$ cat src/rtl/dtmfs_pkg.sv
// types, constants and helper functions shared by the dial sequencer
`timescale 1ns / 1ps

package dtmfs_pkg;

    typedef enum logic [2:0] {
        MODE_IDLE = 3'b001,
        MODE_TONE = 3'b010,
        MODE_HISS = 3'b100
    } t_mode;

    typedef struct packed {
        logic  vld;
        t_mode kind;
        logic  last;
    } t_ctl;

    typedef struct packed {
        logic       hit;
        logic [1:0] row;
        logic [1:0] col;
    } t_key;

    localparam int CFG_IDX_W  = 2;
    localparam int CFG_DATA_W = 16;

    localparam logic [CFG_IDX_W-1:0] CFG_TONE_SAMPLES = 2'd0;
    localparam logic [CFG_IDX_W-1:0] CFG_TONE_LEVEL   = 2'd1;
    localparam logic [CFG_IDX_W-1:0] CFG_HISS_LEVEL   = 2'd2;

    localparam logic [15:0] RST_TONE_SAMPLES = 16'd1000;
    localparam logic [15:0] RST_HISS_LEN     = 16'd333;
    localparam logic [6:0]  RST_TONE_LEVEL   = 7'd70;
    localparam logic [7:0]  RST_HISS_LEVEL   = 8'd3;

    // x / 3 for 16-bit x as (x * 43691) >> 17
    localparam logic [32:0] THIRD_RECIP = 33'd43691;
    localparam int          THIRD_SHIFT = 17;

    localparam logic [15:0] NOISE_SEED = 16'hACE1;
    localparam logic [15:0] NOISE_MASK = 16'hB400;

    localparam logic [7:0] MID_SAMPLE = 8'd128;

    localparam int unsigned ROW_FREQ [4] = '{697, 770, 852, 941};
    localparam int unsigned COL_FREQ [4] = '{1209, 1336, 1477, 1633};

    // quarter-wave polynomial, t in q16, result q15
    function automatic logic [15:0] quarter_sine(input logic [63:0] t);
        logic [63:0] t2;
        logic [63:0] a;
        logic [63:0] b;
        logic [63:0] f;
        logic [63:0] q;
        t2 = (t * t) >> 16;
        a  = 64'd42111 - ((64'd4737 * t2) >> 16);
        b  = 64'd102919 - ((t2 * a) >> 16);
        f  = (t * b) >> 16;
        q  = (f + 64'd1) >> 1;
        return (q > 64'd32767) ? 16'd32767 : q[15:0];
    endfunction

    function automatic t_key dial_key(input logic [7:0] c);
        t_key k;
        k = '{hit: 1'b1, row: 2'd0, col: 2'd0};
        case (c)
            "1":      begin k.row = 2'd0; k.col = 2'd0; end
            "2":      begin k.row = 2'd0; k.col = 2'd1; end
            "3":      begin k.row = 2'd0; k.col = 2'd2; end
            "4":      begin k.row = 2'd1; k.col = 2'd0; end
            "5":      begin k.row = 2'd1; k.col = 2'd1; end
            "6":      begin k.row = 2'd1; k.col = 2'd2; end
            "7":      begin k.row = 2'd2; k.col = 2'd0; end
            "8":      begin k.row = 2'd2; k.col = 2'd1; end
            "9":      begin k.row = 2'd2; k.col = 2'd2; end
            "*":      begin k.row = 2'd3; k.col = 2'd0; end
            "0":      begin k.row = 2'd3; k.col = 2'd1; end
            "#", ".": begin k.row = 2'd3; k.col = 2'd2; end
            "A", "a": begin k.row = 2'd0; k.col = 2'd3; end
            "B", "b": begin k.row = 2'd1; k.col = 2'd3; end
            "C", "c": begin k.row = 2'd2; k.col = 2'd3; end
            "D", "d": begin k.row = 2'd3; k.col = 2'd3; end
            default:  k.hit = 1'b0;
        endcase
        return k;
    endfunction

    // four restoring remainder steps, most significant bit first
    function automatic logic [7:0] rem_step4(
        input logic [7:0] rem,
        input logic [3:0] bits,
        input logic [7:0] d
    );
        logic [8:0] r9;
        logic [7:0] r;
        r = rem;
        for (int i = 3; i >= 0; i--) begin
            r9 = {r, bits[i]};
            if (r9 >= {1'b0, d}) begin
                r9 = r9 - {1'b0, d};
            end
            r = r9[7:0];
        end
        return r;
    endfunction

    function automatic logic [15:0] lfsr_next(input logic [15:0] v);
        return v[0] ? ((v >> 1) ^ NOISE_MASK) : (v >> 1);
    endfunction

endpackage

$ cat src/rtl/dtmfs_seq.sv
// digit sequencer: play state, phase accumulators, noise register and first pipeline stage
`timescale 1ns / 1ps

module dtmfs_seq
    import dtmfs_pkg::*;
#(
    parameter int SAMPLE_RATE = 8000,
    parameter int PHASE_BITS  = 16,
    parameter int SINE_DEPTH  = 256,
    localparam int IDX_W      = $clog2(SINE_DEPTH)
) (
    input  logic             i_clk,
    input  logic             i_rst_n,
    input  logic             i_en,
    input  logic             i_acc,
    input  logic             i_op,
    input  logic [7:0]       i_char,
    input  logic [15:0]      i_tone_samples,
    input  logic [15:0]      i_hiss_len,
    output t_ctl             o_ctl,
    output logic [IDX_W-1:0] o_lo_idx,
    output logic [IDX_W-1:0] o_hi_idx,
    output logic [15:0]      o_noise
);

    localparam int MUL_W = PHASE_BITS + 13;

    localparam logic [63:0] HALF_RATE = 64'(SAMPLE_RATE / 2);

    localparam logic [PHASE_BITS-1:0] ROW_STEP [4] = '{
        PHASE_BITS'(((64'(ROW_FREQ[0]) << PHASE_BITS) + HALF_RATE) / 64'(SAMPLE_RATE)),
        PHASE_BITS'(((64'(ROW_FREQ[1]) << PHASE_BITS) + HALF_RATE) / 64'(SAMPLE_RATE)),
        PHASE_BITS'(((64'(ROW_FREQ[2]) << PHASE_BITS) + HALF_RATE) / 64'(SAMPLE_RATE)),
        PHASE_BITS'(((64'(ROW_FREQ[3]) << PHASE_BITS) + HALF_RATE) / 64'(SAMPLE_RATE))
    };
    localparam logic [PHASE_BITS-1:0] COL_STEP [4] = '{
        PHASE_BITS'(((64'(COL_FREQ[0]) << PHASE_BITS) + HALF_RATE) / 64'(SAMPLE_RATE)),
        PHASE_BITS'(((64'(COL_FREQ[1]) << PHASE_BITS) + HALF_RATE) / 64'(SAMPLE_RATE)),
        PHASE_BITS'(((64'(COL_FREQ[2]) << PHASE_BITS) + HALF_RATE) / 64'(SAMPLE_RATE)),
        PHASE_BITS'(((64'(COL_FREQ[3]) << PHASE_BITS) + HALF_RATE) / 64'(SAMPLE_RATE))
    };

    logic [PHASE_BITS-1:0] r_lo_phase, n_lo_phase;
    logic [PHASE_BITS-1:0] r_hi_phase, n_hi_phase;
    logic [PHASE_BITS-1:0] r_lo_step, n_lo_step;
    logic [PHASE_BITS-1:0] r_hi_step, n_hi_step;
    logic [15:0]           r_count, n_count;
    t_mode                 r_mode, n_mode;
    logic [15:0]           r_noise, n_noise;

    t_ctl                  r_ctl, n_ctl;
    logic [IDX_W-1:0]      r_lo_idx, r_hi_idx;
    logic [15:0]           r_noise_out;

    t_key                  w_key;
    logic [15:0]           w_cnt_dec;
    logic [MUL_W-1:0]      w_lo_mul, w_hi_mul;

    assign w_key     = dial_key(i_char);
    assign w_cnt_dec = r_count - 16'd1;
    assign w_lo_mul  = MUL_W'(r_lo_phase) * MUL_W'(SINE_DEPTH);
    assign w_hi_mul  = MUL_W'(r_hi_phase) * MUL_W'(SINE_DEPTH);

    always_comb begin
        n_lo_phase = r_lo_phase;
        n_hi_phase = r_hi_phase;
        n_lo_step  = r_lo_step;
        n_hi_step  = r_hi_step;
        n_count    = r_count;
        n_mode     = r_mode;
        n_noise    = r_noise;
        n_ctl      = '{vld: i_acc & i_op, kind: r_mode, last: 1'b0};
        if (i_acc) begin
            if (!i_op) begin
                if (w_key.hit) begin
                    n_lo_step  = ROW_STEP[w_key.row];
                    n_hi_step  = COL_STEP[w_key.col];
                    n_lo_phase = '0;
                    n_hi_phase = '0;
                    if (i_tone_samples != 16'd0) begin
                        n_mode  = MODE_TONE;
                        n_count = i_tone_samples;
                    end else if (i_hiss_len != 16'd0) begin
                        n_mode  = MODE_HISS;
                        n_count = i_hiss_len;
                    end else begin
                        n_mode  = MODE_IDLE;
                        n_count = 16'd0;
                    end
                end
            end else begin
                case (r_mode)
                    MODE_TONE: begin
                        n_lo_phase = r_lo_phase + r_lo_step;
                        n_hi_phase = r_hi_phase + r_hi_step;
                        if (w_cnt_dec != 16'd0) begin
                            n_count = w_cnt_dec;
                        end else if (i_hiss_len != 16'd0) begin
                            n_mode  = MODE_HISS;
                            n_count = i_hiss_len;
                        end else begin
                            n_mode  = MODE_IDLE;
                            n_count = 16'd0;
                        end
                    end
                    MODE_HISS: begin
                        n_noise = lfsr_next(r_noise);
                        n_count = w_cnt_dec;
                        if (w_cnt_dec == 16'd0) begin
                            n_mode     = MODE_IDLE;
                            n_ctl.last = 1'b1;
                        end
                    end
                    default: begin
                    end
                endcase
            end
        end
    end

    always_ff @(posedge i_clk) begin
        if (!i_rst_n) begin
            r_lo_phase <= '0;
            r_hi_phase <= '0;
            r_lo_step  <= '0;
            r_hi_step  <= '0;
            r_count    <= '0;
            r_mode     <= MODE_IDLE;
            r_noise    <= NOISE_SEED;
            r_ctl      <= '{vld: 1'b0, kind: MODE_IDLE, last: 1'b0};
        end else begin
            r_lo_phase <= n_lo_phase;
            r_hi_phase <= n_hi_phase;
            r_lo_step  <= n_lo_step;
            r_hi_step  <= n_hi_step;
            r_count    <= n_count;
            r_mode     <= n_mode;
            r_noise    <= n_noise;
            if (i_en) begin
                r_ctl <= n_ctl;
            end
        end
    end

    always_ff @(posedge i_clk) begin
        if (i_en) begin
            r_lo_idx    <= w_lo_mul[PHASE_BITS +: IDX_W];
            r_hi_idx    <= w_hi_mul[PHASE_BITS +: IDX_W];
            r_noise_out <= n_noise;
        end
    end

    assign o_ctl    = r_ctl;
    assign o_lo_idx = r_lo_idx;
    assign o_hi_idx = r_hi_idx;
    assign o_noise  = r_noise_out;

endmodule

$ cat src/rtl/dtmfs_tone.sv
// two-tone path: sine lookup, level scaling, rounding and saturated sum
`timescale 1ns / 1ps

module dtmfs_tone
    import dtmfs_pkg::*;
#(
    parameter int SINE_DEPTH = 256,
    localparam int IDX_W     = $clog2(SINE_DEPTH)
) (
    input  logic             i_clk,
    input  logic             i_en,
    input  logic [IDX_W-1:0] i_lo_idx,
    input  logic [IDX_W-1:0] i_hi_idx,
    input  logic [6:0]       i_level,
    output logic [7:0]       o_tone
);

    logic signed [15:0] w_sine [SINE_DEPTH];

    for (genvar k = 0; k < SINE_DEPTH; k++) begin : g_sine
        localparam logic [63:0] K4   = 64'(k) * 64'd4;
        localparam logic [63:0] QUAD = K4 / 64'(SINE_DEPTH);
        localparam logic [63:0] T    = ((K4 % 64'(SINE_DEPTH)) << 16) / 64'(SINE_DEPTH);
        localparam logic [15:0] MAG  = ((QUAD & 64'd1) != 64'd0) ?
                                       quarter_sine(64'd65536 - T) : quarter_sine(T);
        localparam logic signed [15:0] VAL = ((QUAD & 64'd2) != 64'd0) ?
                                             -$signed(MAG) : $signed(MAG);
        assign w_sine[k] = VAL;
    end

    logic signed [15:0] r_lo_sin, r_hi_sin;
    logic signed [22:0] r_lo_prod, r_hi_prod;
    logic [7:0]         r_tone;

    logic [21:0]        w_lo_abs, w_hi_abs;
    logic [7:0]         w_lo_mag, w_hi_mag;
    logic signed [9:0]  w_lo_val, w_hi_val, w_sum;
    logic [7:0]         w_sat;

    // round half away from zero, magnitude then sign
    assign w_lo_abs = r_lo_prod[22] ? 22'(-r_lo_prod) : r_lo_prod[21:0];
    assign w_hi_abs = r_hi_prod[22] ? 22'(-r_hi_prod) : r_hi_prod[21:0];
    assign w_lo_mag = 8'((23'(w_lo_abs) + 23'd16384) >> 15);
    assign w_hi_mag = 8'((23'(w_hi_abs) + 23'd16384) >> 15);
    assign w_lo_val = r_lo_prod[22] ? -$signed({2'b00, w_lo_mag}) : $signed({2'b00, w_lo_mag});
    assign w_hi_val = r_hi_prod[22] ? -$signed({2'b00, w_hi_mag}) : $signed({2'b00, w_hi_mag});
    assign w_sum    = $signed({2'b00, MID_SAMPLE}) + w_lo_val + w_hi_val;

    always_comb begin
        if (w_sum < 10'sd0) begin
            w_sat = 8'd0;
        end else if (w_sum > 10'sd255) begin
            w_sat = 8'd255;
        end else begin
            w_sat = w_sum[7:0];
        end
    end

    always_ff @(posedge i_clk) begin
        if (i_en) begin
            r_lo_sin  <= w_sine[i_lo_idx];
            r_hi_sin  <= w_sine[i_hi_idx];
            r_lo_prod <= 23'(r_lo_sin) * $signed({1'b0, i_level});
            r_hi_prod <= 23'(r_hi_sin) * $signed({1'b0, i_level});
            r_tone    <= w_sat;
        end
    end

    assign o_tone = r_tone;

endmodule

$ cat src/rtl/dtmfs_hmod.sv
// hiss scaling: noise value modulo hiss level, four bits per stage
`timescale 1ns / 1ps

module dtmfs_hmod
    import dtmfs_pkg::*;
(
    input  logic        i_clk,
    input  logic        i_en,
    input  logic [15:0] i_noise,
    input  logic [7:0]  i_level,
    output logic [7:0]  o_rem
);

    logic [7:0]  r_rem2, r_rem3, r_rem4;
    logic [11:0] r_bits2;
    logic [7:0]  r_bits3;
    logic [3:0]  r_bits4;

    always_ff @(posedge i_clk) begin
        if (i_en) begin
            r_rem2  <= rem_step4(8'd0, i_noise[15:12], i_level);
            r_bits2 <= i_noise[11:0];
            r_rem3  <= rem_step4(r_rem2, r_bits2[11:8], i_level);
            r_bits3 <= r_bits2[7:0];
            r_rem4  <= rem_step4(r_rem3, r_bits3[7:4], i_level);
            r_bits4 <= r_bits3[3:0];
        end
    end

    // last four steps feed the output register
    assign o_rem = rem_step4(r_rem4, r_bits4, i_level);

endmodule

$ cat src/rtl/dtmf_dial_sequencer_core.sv
// top level of the dial sequencer: ports, configuration registers and result stage
//
// channel  dir  accept               payload
// s        in   tvalid & tready      tuser = op, tdata = dial_char
// m        out  tvalid & tready      tdata = sample, tuser = {in_hiss, active}, tlast = last
// cfg      in   we                   idx 0 tone_samples, 1 tone_level, 2 hiss_level
//
// one item per cycle unless the result stage stalls; a sample tick's result passes
// the sine lookup, multiply and remainder stages and the result register. a start item
// gives no result. synchronous reset, no clearing pass. while a result waits the whole
// pipe holds and o_s_tready is low.
`timescale 1ns / 1ps

module dtmf_dial_sequencer_core
    import dtmfs_pkg::*;
#(
    parameter int SAMPLE_RATE = 8000,
    parameter int PHASE_BITS  = 16,
    parameter int SINE_DEPTH  = 256
) (
    input  logic                  i_clk,
    input  logic                  i_rst_n,
    input  logic                  i_s_tvalid,
    output logic                  o_s_tready,
    input  logic                  i_s_tuser,   // [0] op
    input  logic [7:0]            i_s_tdata,   // [7:0] dial_char
    output logic                  o_m_tvalid,
    input  logic                  i_m_tready,
    output logic [7:0]            o_m_tdata,   // [7:0] sample
    output logic [1:0]            o_m_tuser,   // [0] active, [1] in_hiss
    output logic                  o_m_tlast,
    input  logic                  i_cfg_we,
    input  logic [CFG_IDX_W-1:0]  i_cfg_idx,
    input  logic [CFG_DATA_W-1:0] i_cfg_data
);

    localparam int IDX_W = $clog2(SINE_DEPTH);

    logic [15:0] r_tone_samples;
    logic [15:0] r_hiss_len;
    logic [6:0]  r_tone_level;
    logic [7:0]  r_hiss_div;

    logic [32:0] w_third_prod;
    logic        w_en;
    logic        w_acc;

    t_ctl             w_ctl1;
    logic [IDX_W-1:0] w_lo_idx, w_hi_idx;
    logic [15:0]      w_noise;
    logic [7:0]       w_tone;
    logic [7:0]       w_rem;

    t_ctl       r_ctl [2:4];
    logic       r_out_vld;
    logic [7:0] r_out_sample;
    logic       r_out_active;
    logic       r_out_hiss;
    logic       r_out_last;
    logic [7:0] n_out_sample;

    assign w_en         = !r_out_vld || i_m_tready;
    assign o_s_tready   = w_en;
    assign w_acc        = i_s_tvalid && w_en;
    assign w_third_prod = 33'(i_cfg_data) * THIRD_RECIP;

    always_ff @(posedge i_clk) begin
        if (!i_rst_n) begin
            r_tone_samples <= RST_TONE_SAMPLES;
            r_hiss_len     <= RST_HISS_LEN;
            r_tone_level   <= RST_TONE_LEVEL;
            r_hiss_div     <= RST_HISS_LEVEL;
        end else if (i_cfg_we) begin
            case (i_cfg_idx)
                CFG_TONE_SAMPLES: begin
                    r_tone_samples <= i_cfg_data;
                    r_hiss_len     <= w_third_prod[THIRD_SHIFT +: 16];
                end
                CFG_TONE_LEVEL: r_tone_level <= i_cfg_data[6:0];
                CFG_HISS_LEVEL: begin
                    // level zero acts as one
                    r_hiss_div <= (i_cfg_data[7:0] == 8'd0) ? 8'd1 : i_cfg_data[7:0];
                end
                default: begin
                end
            endcase
        end
    end

    dtmfs_seq #(
        .SAMPLE_RATE (SAMPLE_RATE),
        .PHASE_BITS  (PHASE_BITS),
        .SINE_DEPTH  (SINE_DEPTH)
    ) u_seq (
        .i_clk          (i_clk),
        .i_rst_n        (i_rst_n),
        .i_en           (w_en),
        .i_acc          (w_acc),
        .i_op           (i_s_tuser),
        .i_char         (i_s_tdata),
        .i_tone_samples (r_tone_samples),
        .i_hiss_len     (r_hiss_len),
        .o_ctl          (w_ctl1),
        .o_lo_idx       (w_lo_idx),
        .o_hi_idx       (w_hi_idx),
        .o_noise        (w_noise)
    );

    dtmfs_tone #(
        .SINE_DEPTH (SINE_DEPTH)
    ) u_tone (
        .i_clk    (i_clk),
        .i_en     (w_en),
        .i_lo_idx (w_lo_idx),
        .i_hi_idx (w_hi_idx),
        .i_level  (r_tone_level),
        .o_tone   (w_tone)
    );

    dtmfs_hmod u_hmod (
        .i_clk   (i_clk),
        .i_en    (w_en),
        .i_noise (w_noise),
        .i_level (r_hiss_div),
        .o_rem   (w_rem)
    );

    always_ff @(posedge i_clk) begin
        if (!i_rst_n) begin
            for (int s = 2; s <= 4; s++) begin
                r_ctl[s] <= '{vld: 1'b0, kind: MODE_IDLE, last: 1'b0};
            end
            r_out_vld <= 1'b0;
        end else if (w_en) begin
            r_ctl[2]  <= w_ctl1;
            r_ctl[3]  <= r_ctl[2];
            r_ctl[4]  <= r_ctl[3];
            r_out_vld <= r_ctl[4].vld;
        end
    end

    always_comb begin
        case (r_ctl[4].kind)
            MODE_TONE: n_out_sample = w_tone;
            MODE_HISS: n_out_sample = w_rem;
            default:   n_out_sample = MID_SAMPLE;
        endcase
    end

    always_ff @(posedge i_clk) begin
        if (w_en) begin
            r_out_sample <= n_out_sample;
            r_out_active <= (r_ctl[4].kind == MODE_TONE) || (r_ctl[4].kind == MODE_HISS);
            r_out_hiss   <= (r_ctl[4].kind == MODE_HISS);
            r_out_last   <= r_ctl[4].last;
        end
    end

    assign o_m_tvalid = r_out_vld;
    assign o_m_tdata  = r_out_sample;
    assign o_m_tuser  = {r_out_hiss, r_out_active};
    assign o_m_tlast  = r_out_last;

endmodule

$ cat config.mk
export PLATFORM = sky130hd
export DESIGN_NAME = dtmf_dial_sequencer_core
export DESIGN_NICKNAME = d
export VERILOG_FILES = /design/src/rtl/dtmfs_pkg.sv /design/src/rtl/dtmfs_seq.sv /design/src/rtl/dtmfs_tone.sv /design/src/rtl/dtmfs_hmod.sv /design/src/rtl/dtmf_dial_sequencer_core.sv
export SDC_FILE = /design/constraint.sdc
export NUM_CORES = 2
export LEC_CHECK = 0
export BUFFER_PORTS_ARGS = -buffer_cell sky130_fd_sc_hd__buf_2
export CORE_MARGIN = 8
export CORE_UTILIZATION = 30
export CTS_CLUSTER_DIAMETER = 40
export DETAILED_ROUTE_END_ITERATION = 8
export PLACE_DENSITY = 0.51
export SYNTH_ARGS = -nofsm -noshare
export SYNTH_HDL_FRONTEND = slang
export SYNTH_SLANG_ARGS = --single-unit
$ cat constraint.sdc
create_clock -name i_clk -period 11.09 [get_ports i_clk]
set_clock_uncertainty 0.05 [all_clocks]
set_input_delay 0 -clock i_clk [delete_from_list [all_inputs] [get_ports i_clk]]
set_output_delay 0 -clock i_clk [all_outputs]
set_load 0.01 [all_outputs]
== Yosys cells after proc, flatten, opt, wreduce, memory -nomap -nowiden ==
Memory sizes are Yosys's and may differ from the RTL's. A register that Yosys moved wholly into a read port is not among the register bits.
Index checks and enable logic that the tools add are counted.

* Bits in registers: 296
* Bits in latches: 0
* Input port bits: 32
* Bits in read-only memories: 8,192
* Memories kept: 3
* Bits in writable memories: 15

* Multipliers: 3
* Divide/modulo/power cells: 0
* Reductions and logical operators: 24
* Shift-type cells: 0
* Order comparisons: 20
* Add/sub/neg operators: 27
* Bitwise gates (word level): 10
* Equal/unequal tests: 31
* Mux-type cells: 73

{| class="wikitable"
|+ Memories
! memory !! words !! width !! rd ports !! clocked after memory_dff !! wr ports !! line !! source
|-
| (no name shown) || 256 || 16 || 1 || 1 || 0 || dtmfs_tone.sv:61 || <nowiki>r_lo_sin <= w_sine[i_lo_idx];</nowiki>
|-
| (no name shown) || 256 || 16 || 1 || 1 || 0 || dtmfs_tone.sv:62 || <nowiki>r_hi_sin <= w_sine[i_hi_idx];</nowiki>
|-
| r_ctl || 3 || 5 || 3 || 0 || 3 || dtmf_dial_sequencer_core.sv:54 || <nowiki>t_ctl r_ctl [2:4];</nowiki>
|}

{| class="wikitable"
|+ Operators by type and width
! kind !! count
|-
| 16-bit 2-to-1 mux || 17
|-
| 8-bit 2-to-1 mux || 27
|-
| 9-bit by 8-bit greater-or-equal comparator with 1-bit output || 15
|-
| 8-bit subtractor || 15
|-
| 8-bit by 6-bit == test with 1-bit output, second input constant || 13
|-
| 16-bit binary-select mux with 2-bit select || 2
|-
| 8-bit by 7-bit == test with 1-bit output, second input constant || 8
|-
| 4-bit one-hot mux with 15 select lines || 1
|-
| 16-bit nonzero test || 3
|-
| 22-bit by 15-bit adder with 23-bit output, second input constant || 2
|-
| 16-bit by 8-bit multiplier with 23-bit output || 2
|-
| 22-bit 2-to-1 mux || 2
|-
| 22-bit negation || 2
|-
| 16-bit adder || 2
|-
| 16-bit by 16-bit multiplier with 32-bit output, second input constant || 1
|-
| 16-bit one-hot mux with 2 select lines || 1
|-
| 21-bit OR reduction || 1
|-
| 10-bit 2-to-1 mux || 2
|-
| 8-bit negation with 10-bit output || 2
|-
| 3-bit 2-to-1 mux || 6
|-
| 8-bit inverter with 9-bit output || 2
|-
| 16-bit logical NOT || 1
|-
| 8-bit one-hot mux with 2 select lines || 1
|-
| 16-bit by 1-bit subtractor with 16-bit output, second input constant || 1
|-
| 34 further kinds || 59
|}

== Longest topological paths before layout ==
* Word-level depth: 11
* Depth in mapped cells: 42
* Depth with buffers taken out: 41

== Cells and area by module ==
From an unflattened synthesis, not the netlist that was laid out.

* Cells, all modules: 5,183
* Area, all modules: 43,065.1 um^2

{| class="wikitable"
|+ By module, submodules not included
! module !! cells an instance !! area each (um^2) !! times used
|-
| dtmfs_tone || 2,779 || 20,950.1 || 1
|-
| dtmfs_hmod || 888 || 7,846.3 || 1
|-
| dtmf_dial_sequencer_core || 764 || 7,511.0 || 1
|-
| dtmfs_seq || 752 || 6,757.7 || 1
|}

== Least setup slack after synthesis ==
No wires, ideal clock.

* Kind: reg-to-reg
* Start point: register r_hiss_div[1]
* End point: register u_hmod.r_rem4[1] (data pin)
* Library setup time: 0.260 ns
* Clock period less this slack: 9.756 ns
* Arrival: 9.446 ns
* Setup slack: 1.334 ns
* Stages on the path, launching flop included: 42
* Cells stage by stage: dfxtp_1 -> inv_2 -> ha_1 -> nor2b_1 -> o21ai_1 -> a21boi_1 -> o31a_1 -> o41ai_1 -> buf_2 -> mux2_2 -> inv_1 -> ha_1 -> nor2b_1 -> o211ai_1 -> a21boi_0 -> o41a_1 -> o21ai_0 -> nand2b_1 -> [... 6 more ...] -> a21boi_0 -> o21ai_0 -> nand2_1 -> a31oi_1 -> a21boi_0 -> a2111oi_4 -> mux2i_1 -> ha_1 -> nor2b_1 -> o21ai_0 -> a21boi_0 -> o21ai_0 -> a21oi_1 -> o21a_1 -> o32ai_1 -> and3b_1 -> mux2_2 -> mux2_2

* Word-level cells in the longest chain between the ends: 11
* Elaborated cells on any way between the ends: 15

{| class="wikitable"
|+ RTL lines
! item !! line !! source
|-
| start, declared || dtmf_dial_sequencer_core.sv:42 || <nowiki>logic [7:0] r_hiss_div;</nowiki>
|-
| start signal, assigned || dtmf_dial_sequencer_core.sv:82 || <nowiki>r_hiss_div <= (i_cfg_data[7:0] == 8'd0) ? 8'd1 : i_cfg_data[7:0];</nowiki>
|-
| 8-bit subtractor / 9-bit by 8-bit greater-or-equal comparator with 1-bit output (equally long branches) || dtmfs_pkg.sv:100, dtmfs_pkg.sv:99 ||
|-
| 8-bit 2-to-1 mux || dtmfs_pkg.sv:99 || <nowiki>if (r9 >= {1'b0, d}) begin</nowiki>
|-
| 8-bit 2-to-1 mux || dtmfs_hmod.sv:20 || <nowiki>if (i_en) begin</nowiki>
|-
| 8-bit subtractor / 9-bit by 8-bit greater-or-equal comparator with 1-bit output (equally long branches) || dtmfs_pkg.sv:100, dtmfs_pkg.sv:99 ||
|-
| 8-bit 2-to-1 mux || dtmfs_pkg.sv:99 ||
|-
| 8-bit 2-to-1 mux || dtmfs_hmod.sv:20 ||
|-
| 8-bit subtractor / 9-bit by 8-bit greater-or-equal comparator with 1-bit output (equally long branches) || dtmfs_pkg.sv:100, dtmfs_pkg.sv:99 ||
|-
| 8-bit 2-to-1 mux || dtmfs_pkg.sv:99 ||
|-
| 8-bit 2-to-1 mux || dtmfs_hmod.sv:20 ||
|-
| 9-bit by 8-bit greater-or-equal comparator with 1-bit output / 8-bit subtractor (equally long branches) || dtmfs_pkg.sv:99, dtmfs_pkg.sv:100 ||
|-
| 8-bit 2-to-1 mux (*) || dtmfs_pkg.sv:99 ||
|-
| end signal, assigned || dtmfs_hmod.sv:25 || <nowiki>r_rem4 <= rem_step4(r_rem3, r_bits3[7:4], i_level);</nowiki>
|-
| end, declared || dtmfs_hmod.sv:14 || <nowiki>logic [7:0] r_rem2, r_rem3, r_rem4;</nowiki>
|}

Every way passes the cells marked *; elsewhere a longest branch is shown, timed or not. The select of a mux whose other input is x is not followed.
A chain may end at the register's enable or synchronous reset.

== Worst setup path after layout ==
* Start point: register r_hiss_div[6]
* End point: register r_out_sample[3], in the netlist o_m_tdata[3] (data pin)

* Word-level cells in the longest chain between the ends: 9
* Elaborated cells on any way between the ends: 13

{| class="wikitable"
|+ RTL lines
! item !! line !! source
|-
| 8-bit subtractor / 9-bit by 8-bit greater-or-equal comparator with 1-bit output (equally long branches) || dtmfs_pkg.sv:100, dtmfs_pkg.sv:99 ||
|-
| 8-bit 2-to-1 mux || dtmfs_pkg.sv:99 ||
|-
| 8-bit subtractor / 9-bit by 8-bit greater-or-equal comparator with 1-bit output (equally long branches) || dtmfs_pkg.sv:100, dtmfs_pkg.sv:99 ||
|-
| 8-bit 2-to-1 mux || dtmfs_pkg.sv:99 ||
|-
| 9-bit by 8-bit greater-or-equal comparator with 1-bit output / 8-bit subtractor (equally long branches) || dtmfs_pkg.sv:99, dtmfs_pkg.sv:100 ||
|-
| 8-bit 2-to-1 mux || dtmfs_pkg.sv:99 ||
|-
| 8-bit subtractor / 9-bit by 8-bit greater-or-equal comparator with 1-bit output (equally long branches) || dtmfs_pkg.sv:100, dtmfs_pkg.sv:99 ||
|-
| 8-bit 2-to-1 mux (*) || dtmfs_pkg.sv:99 ||
|-
| 8-bit one-hot mux with 2 select lines (*) || dtmf_dial_sequencer_core.sv:143 || <nowiki>case (r_ctl[4].kind)</nowiki>
|-
| via n_out_sample[3] || dtmf_dial_sequencer_core.sv:60 || <nowiki>logic [7:0] n_out_sample;</nowiki>
|-
| end signal, assigned || dtmf_dial_sequencer_core.sv:152 || <nowiki>r_out_sample <= n_out_sample;</nowiki>
|-
| end, declared || dtmf_dial_sequencer_core.sv:56 || <nowiki>logic [7:0] r_out_sample;</nowiki>
|}

The timed path passes the listed nets; every way through them passes the cells marked *.

==> impl_metrics.tcl <==
set metrics [dict create \
    cap_viol_max_count 0 \
    fin_nets 5734 \
    syn_avg_cell_area_um2 8.24 \
    power.switching_mw 5.78 \
    worstMarginPinSlew_ps 1230 \
    path_delay_family "compound AO/OA/AOI/OAI gates" \
    drv_slew 0 \
    post-dp-hpwl_um 95000 \
    use_met2_pct 26.0 \
    reg2reg_depth 39 \
    met3_usage_pct 2.68 \
    endpoint_kind "flop" \
    timing.setup.tns_ps 0 \
    route.antenna.remaining_nets 0 \
    wl_um 130000 \
    status "finished clean" \
    busiest_layer "met2" \
    gp_congestion 0.968 \
    num_vias 37000 \
    vias_per_cell 5.40 \
    ys_warn_count 0 \
    grt_setup_unrepaired "false" \
    cts_tree "done" \
    vdd_drop_max_mv 0.539 \
    grt_pass1_vias 36800 \
    slew-limit-headroom_pct 17.4 \
    synth_fa_ha_area_share_pct 26.2 \
    grt_max_degree 170 \
    cp_num_buf_inv 5 \
    io_pins 45 \
    crit_required_ps 11400 \
    grt_pass1_wl_um 206000 \
    synth-edff-count 192 \
    r2r-end "o_m_tdata[3]" \
    hp-class "in -> reg" \
    startpoint_type "flop" \
    syn_area_mm2 0.0416 \
    path_clk_slew_ps 50 \
    async_flop_share_pct 0 \
    clock_sinks 329 \
    overflow 0 \
    synth-seq-cells 329 \
    power_frac_comb_pct 71.0 \
    synth_simple_gate_area_share_pct 18.2 \
    clockRootBuffer "clkbuf_16" \
    clk_path_buf_depth 3 \
    slowest_delay_ps 640 \
    hp-start "i_s_tdata[3]" \
    wire_per_inst_um 19.0 \
    fmax_mhz 98.1 \
    crit_path_top_delay_cell "o311ai_1" \
    cp.depth 39 \
    synth_fp_nets 5782 \
    p_leak_nw 19.6 \
    drtIter0Drc 3392 \
    synth_top_area_share_pct 13.9 \
    first_pass_iters 6 \
    insertion_delay_ps 630 \
    die_w_um 388 \
    drive_gt1_share_pct 7.66 \
    syn_inst 5042 \
    p_seq_share_pct 12.9 \
    power.internal_mw 7.85 \
    antenna_found_initial 2 \
    critPathMaxFanout 10 \
    row_count 136 \
    crit_start "r_hiss_div[6]" \
    route.detailed.drc 0 \
    synth_flop_cell "edfxtp_1" \
    synthMuxAreaShare_pct 4.14 \
    dieArea_mm2 0.151 \
    met1_usage_pct 22.8 \
    start_util_pct 30.2 \
    ys_types 100 \
    setup.worst_path.end "o_m_tdata[3]" \
    rr_startpoint "r_hiss_div[6]" \
    cts_buffers 75 \
    syn_to_final_growth_pct 11.7 \
    r2r_setup_slack_ps 890 \
    power_density_mw_per_mm2 294 \
    p_clk_share_pct 16.2 \
    setup_viol 0 \
    synth_compound_area_share_pct 19.6 \
    seqCellArea_mm2 0.00851 \
    swShare_pct 42.4 \
    die_y_um 388 \
    coreArea_mm2 0.137 \
    critPathKind "reg -> reg" \
    hold_viol_final 0 \
    n_fill_cell 14400 \
    ys_top_cells_by_area "edfxtp_1 (14%), ha_1 (13%), fa_1 (13%), dfxtp_1 (6.6%), a21oi_1 (4.8%)" \
    fin_crit_sh_pct 92.0 \
    layout_min_cycle_time_ps 10200 \
    power_mw 13.6 \
    port_buffers 44 \
    cts_htree_levels 3 \
    cp.arrival_ps 10500 \
    yosysSeqAreaShare_pct 20.5 \
    multi_input_area_mm2 0.0302 \
    synth_top_family_by_area "adder cells" \
    synth-xor-area-share_pct 4.40 \
    track_usage_pct 16.6 \
    synth.largest_area_cell "edfxtp_1" \
]
## timing repair
action                     CTS  global route
hold endpoints to repair    62             0
setup endpoints to repair    0             7
gates resized for setup      0             1
setup buffers                0             0
hold buffers                36             0
## worst min path at each step
stage	to	slack, ps	depth (start not counted)
after floorplan	r_tone_samples[3]	70	2
after global placement	r_tone_samples[12]	270	3
after detailed placement	r_tone_samples[12]	270	3
after CTS	u_seq.r_hi_step[6]	40	4
after global routing	u_seq.r_hi_step[6]	110	4
final	u_seq.r_lo_step[9]	70	6
## per-stage QoR
stage,worst slack [ps],hold WS [ps],area (um2),cells,util [%]
floorplan,1330,74.0,41600,5042,-
global placement,965,272,43500,6675,31.7
detailed placement,831,274,43500,6675,31.7
CTS,795,37.6,46400,6849,33.8
global route,18.9,112,46400,6849,33.8
finish,892,71.1,46400,6850,33.8
## cells in the final DEF, fill, tap and decap left out, types with 51 or more instances in the layout
cell | synthesis | routed
nand3_1 | 83 | 83
inv_1 | 485 | 485
xor2_1 | 61 | 61
nor3_1 | 93 | 92
o211ai_1 | 56 | 56
clkbuf_16 | 0 | 76
xnor2_1 | 146 | 146
nor2_1 | 449 | 448
buf_4 | 2 | 66
dfxtp_1 | 137 | 137
ha_1 | 440 | 440
o21ai_0 | 347 | 347
nand2b_1 | 51 | 51
nand2_1 | 455 | 455
fa_1 | 268 | 268
and2_1 | 201 | 201
edfxtp_1 | 192 | 192
a21oi_1 | 400 | 400
mux2_2 | 74 | 74
nor2b_1 | 55 | 55
## layout make-up
| class | instances | area share [%] |
|---|---|---|
| tap | 1794 | 4.83 |
| antenna | 1 | 0.00539 |
| sequential | 329 | 18.3 |
| timing repair buffer | 147 | 2.36 |
| clock inverter | 52 | 1.24 |
| inverter | 494 | 4.01 |
| clock buffer | 86 | 4.22 |
| multi-input combinational | 3947 | 65.0 |
## kinds of logic (layout without fill, tap and decap cells)
kind of cell	after synthesis	count (layout)
xor+xnor	208	208
compound gates	1296	1296
flops	329	329
buf+inv	766	779
fa+ha+maj	708	708
other cells	0	1
simple gates	1589	1589
mux	146	146
## cells in the mapped netlist (74+ instances only)
library cell	instances
nor2_1	449
nand2_1	455
mux2_2	74
dfxtp_1	137
edfxtp_1	192
nor3_1	93
inv_1	485
and2_1	201
fa_1	268
a21oi_1	400
nand3_1	83
o21ai_0	347
clkbuf_1	221
xnor2_1	146
ha_1	440
## sequential cells by signal, indices dropped and copies added, names as in the netlist, 9 cells and up
signal            count
u_seq.o_noise        16
u_seq.r_hi_phase     16
u_tone.r_lo_prod     23
u_seq.r_count        16
u_seq.r_hi_step       9
r_ctl                15
r_tone_samples       16
u_seq.r_lo_phase     16
u_tone.r_lo_sin      16
r_hiss_len           15
u_tone.r_hi_prod     23
u_tone.r_hi_sin      16
u_hmod.r_bits2       12
u_seq.r_lo_step       9
u_seq.r_noise        16
## worst reg2reg max path, delay by kind of cell (launching register included)
family,cells,cell delay (ps)
flops,1,370
fa+ha+maj,4,1080
buf+inv,5,780
simple gates,8,1160
mux,5,1930
compound gates,17,4570
## power groups by stage
| stage | clock network, mW | registers [mW] | logic (mW) |
|---|---|---|---|
| 2_1_floorplan | 0 | 1.74 | 7.91 |
| 3_3_place_gp | 0 | 1.78 | 9.55 |
| 3_5_place_dp | 0 | 1.78 | 9.71 |
| 4_1_cts | 2.26 | 1.75 | 9.78 |
| 5_1_grt | 2.32 | 1.76 | 10.9 |
| 6_report | 2.20 | 1.76 | 9.68 |
## metal layers
layer  part of all wire, %  vias up
met5                 0.010        -
li1                      -    17600
met4                   3.8        2
met1                    46    17600
met3                   7.1      347
met2                    44     1347
(Power assumes the default switching activity.)
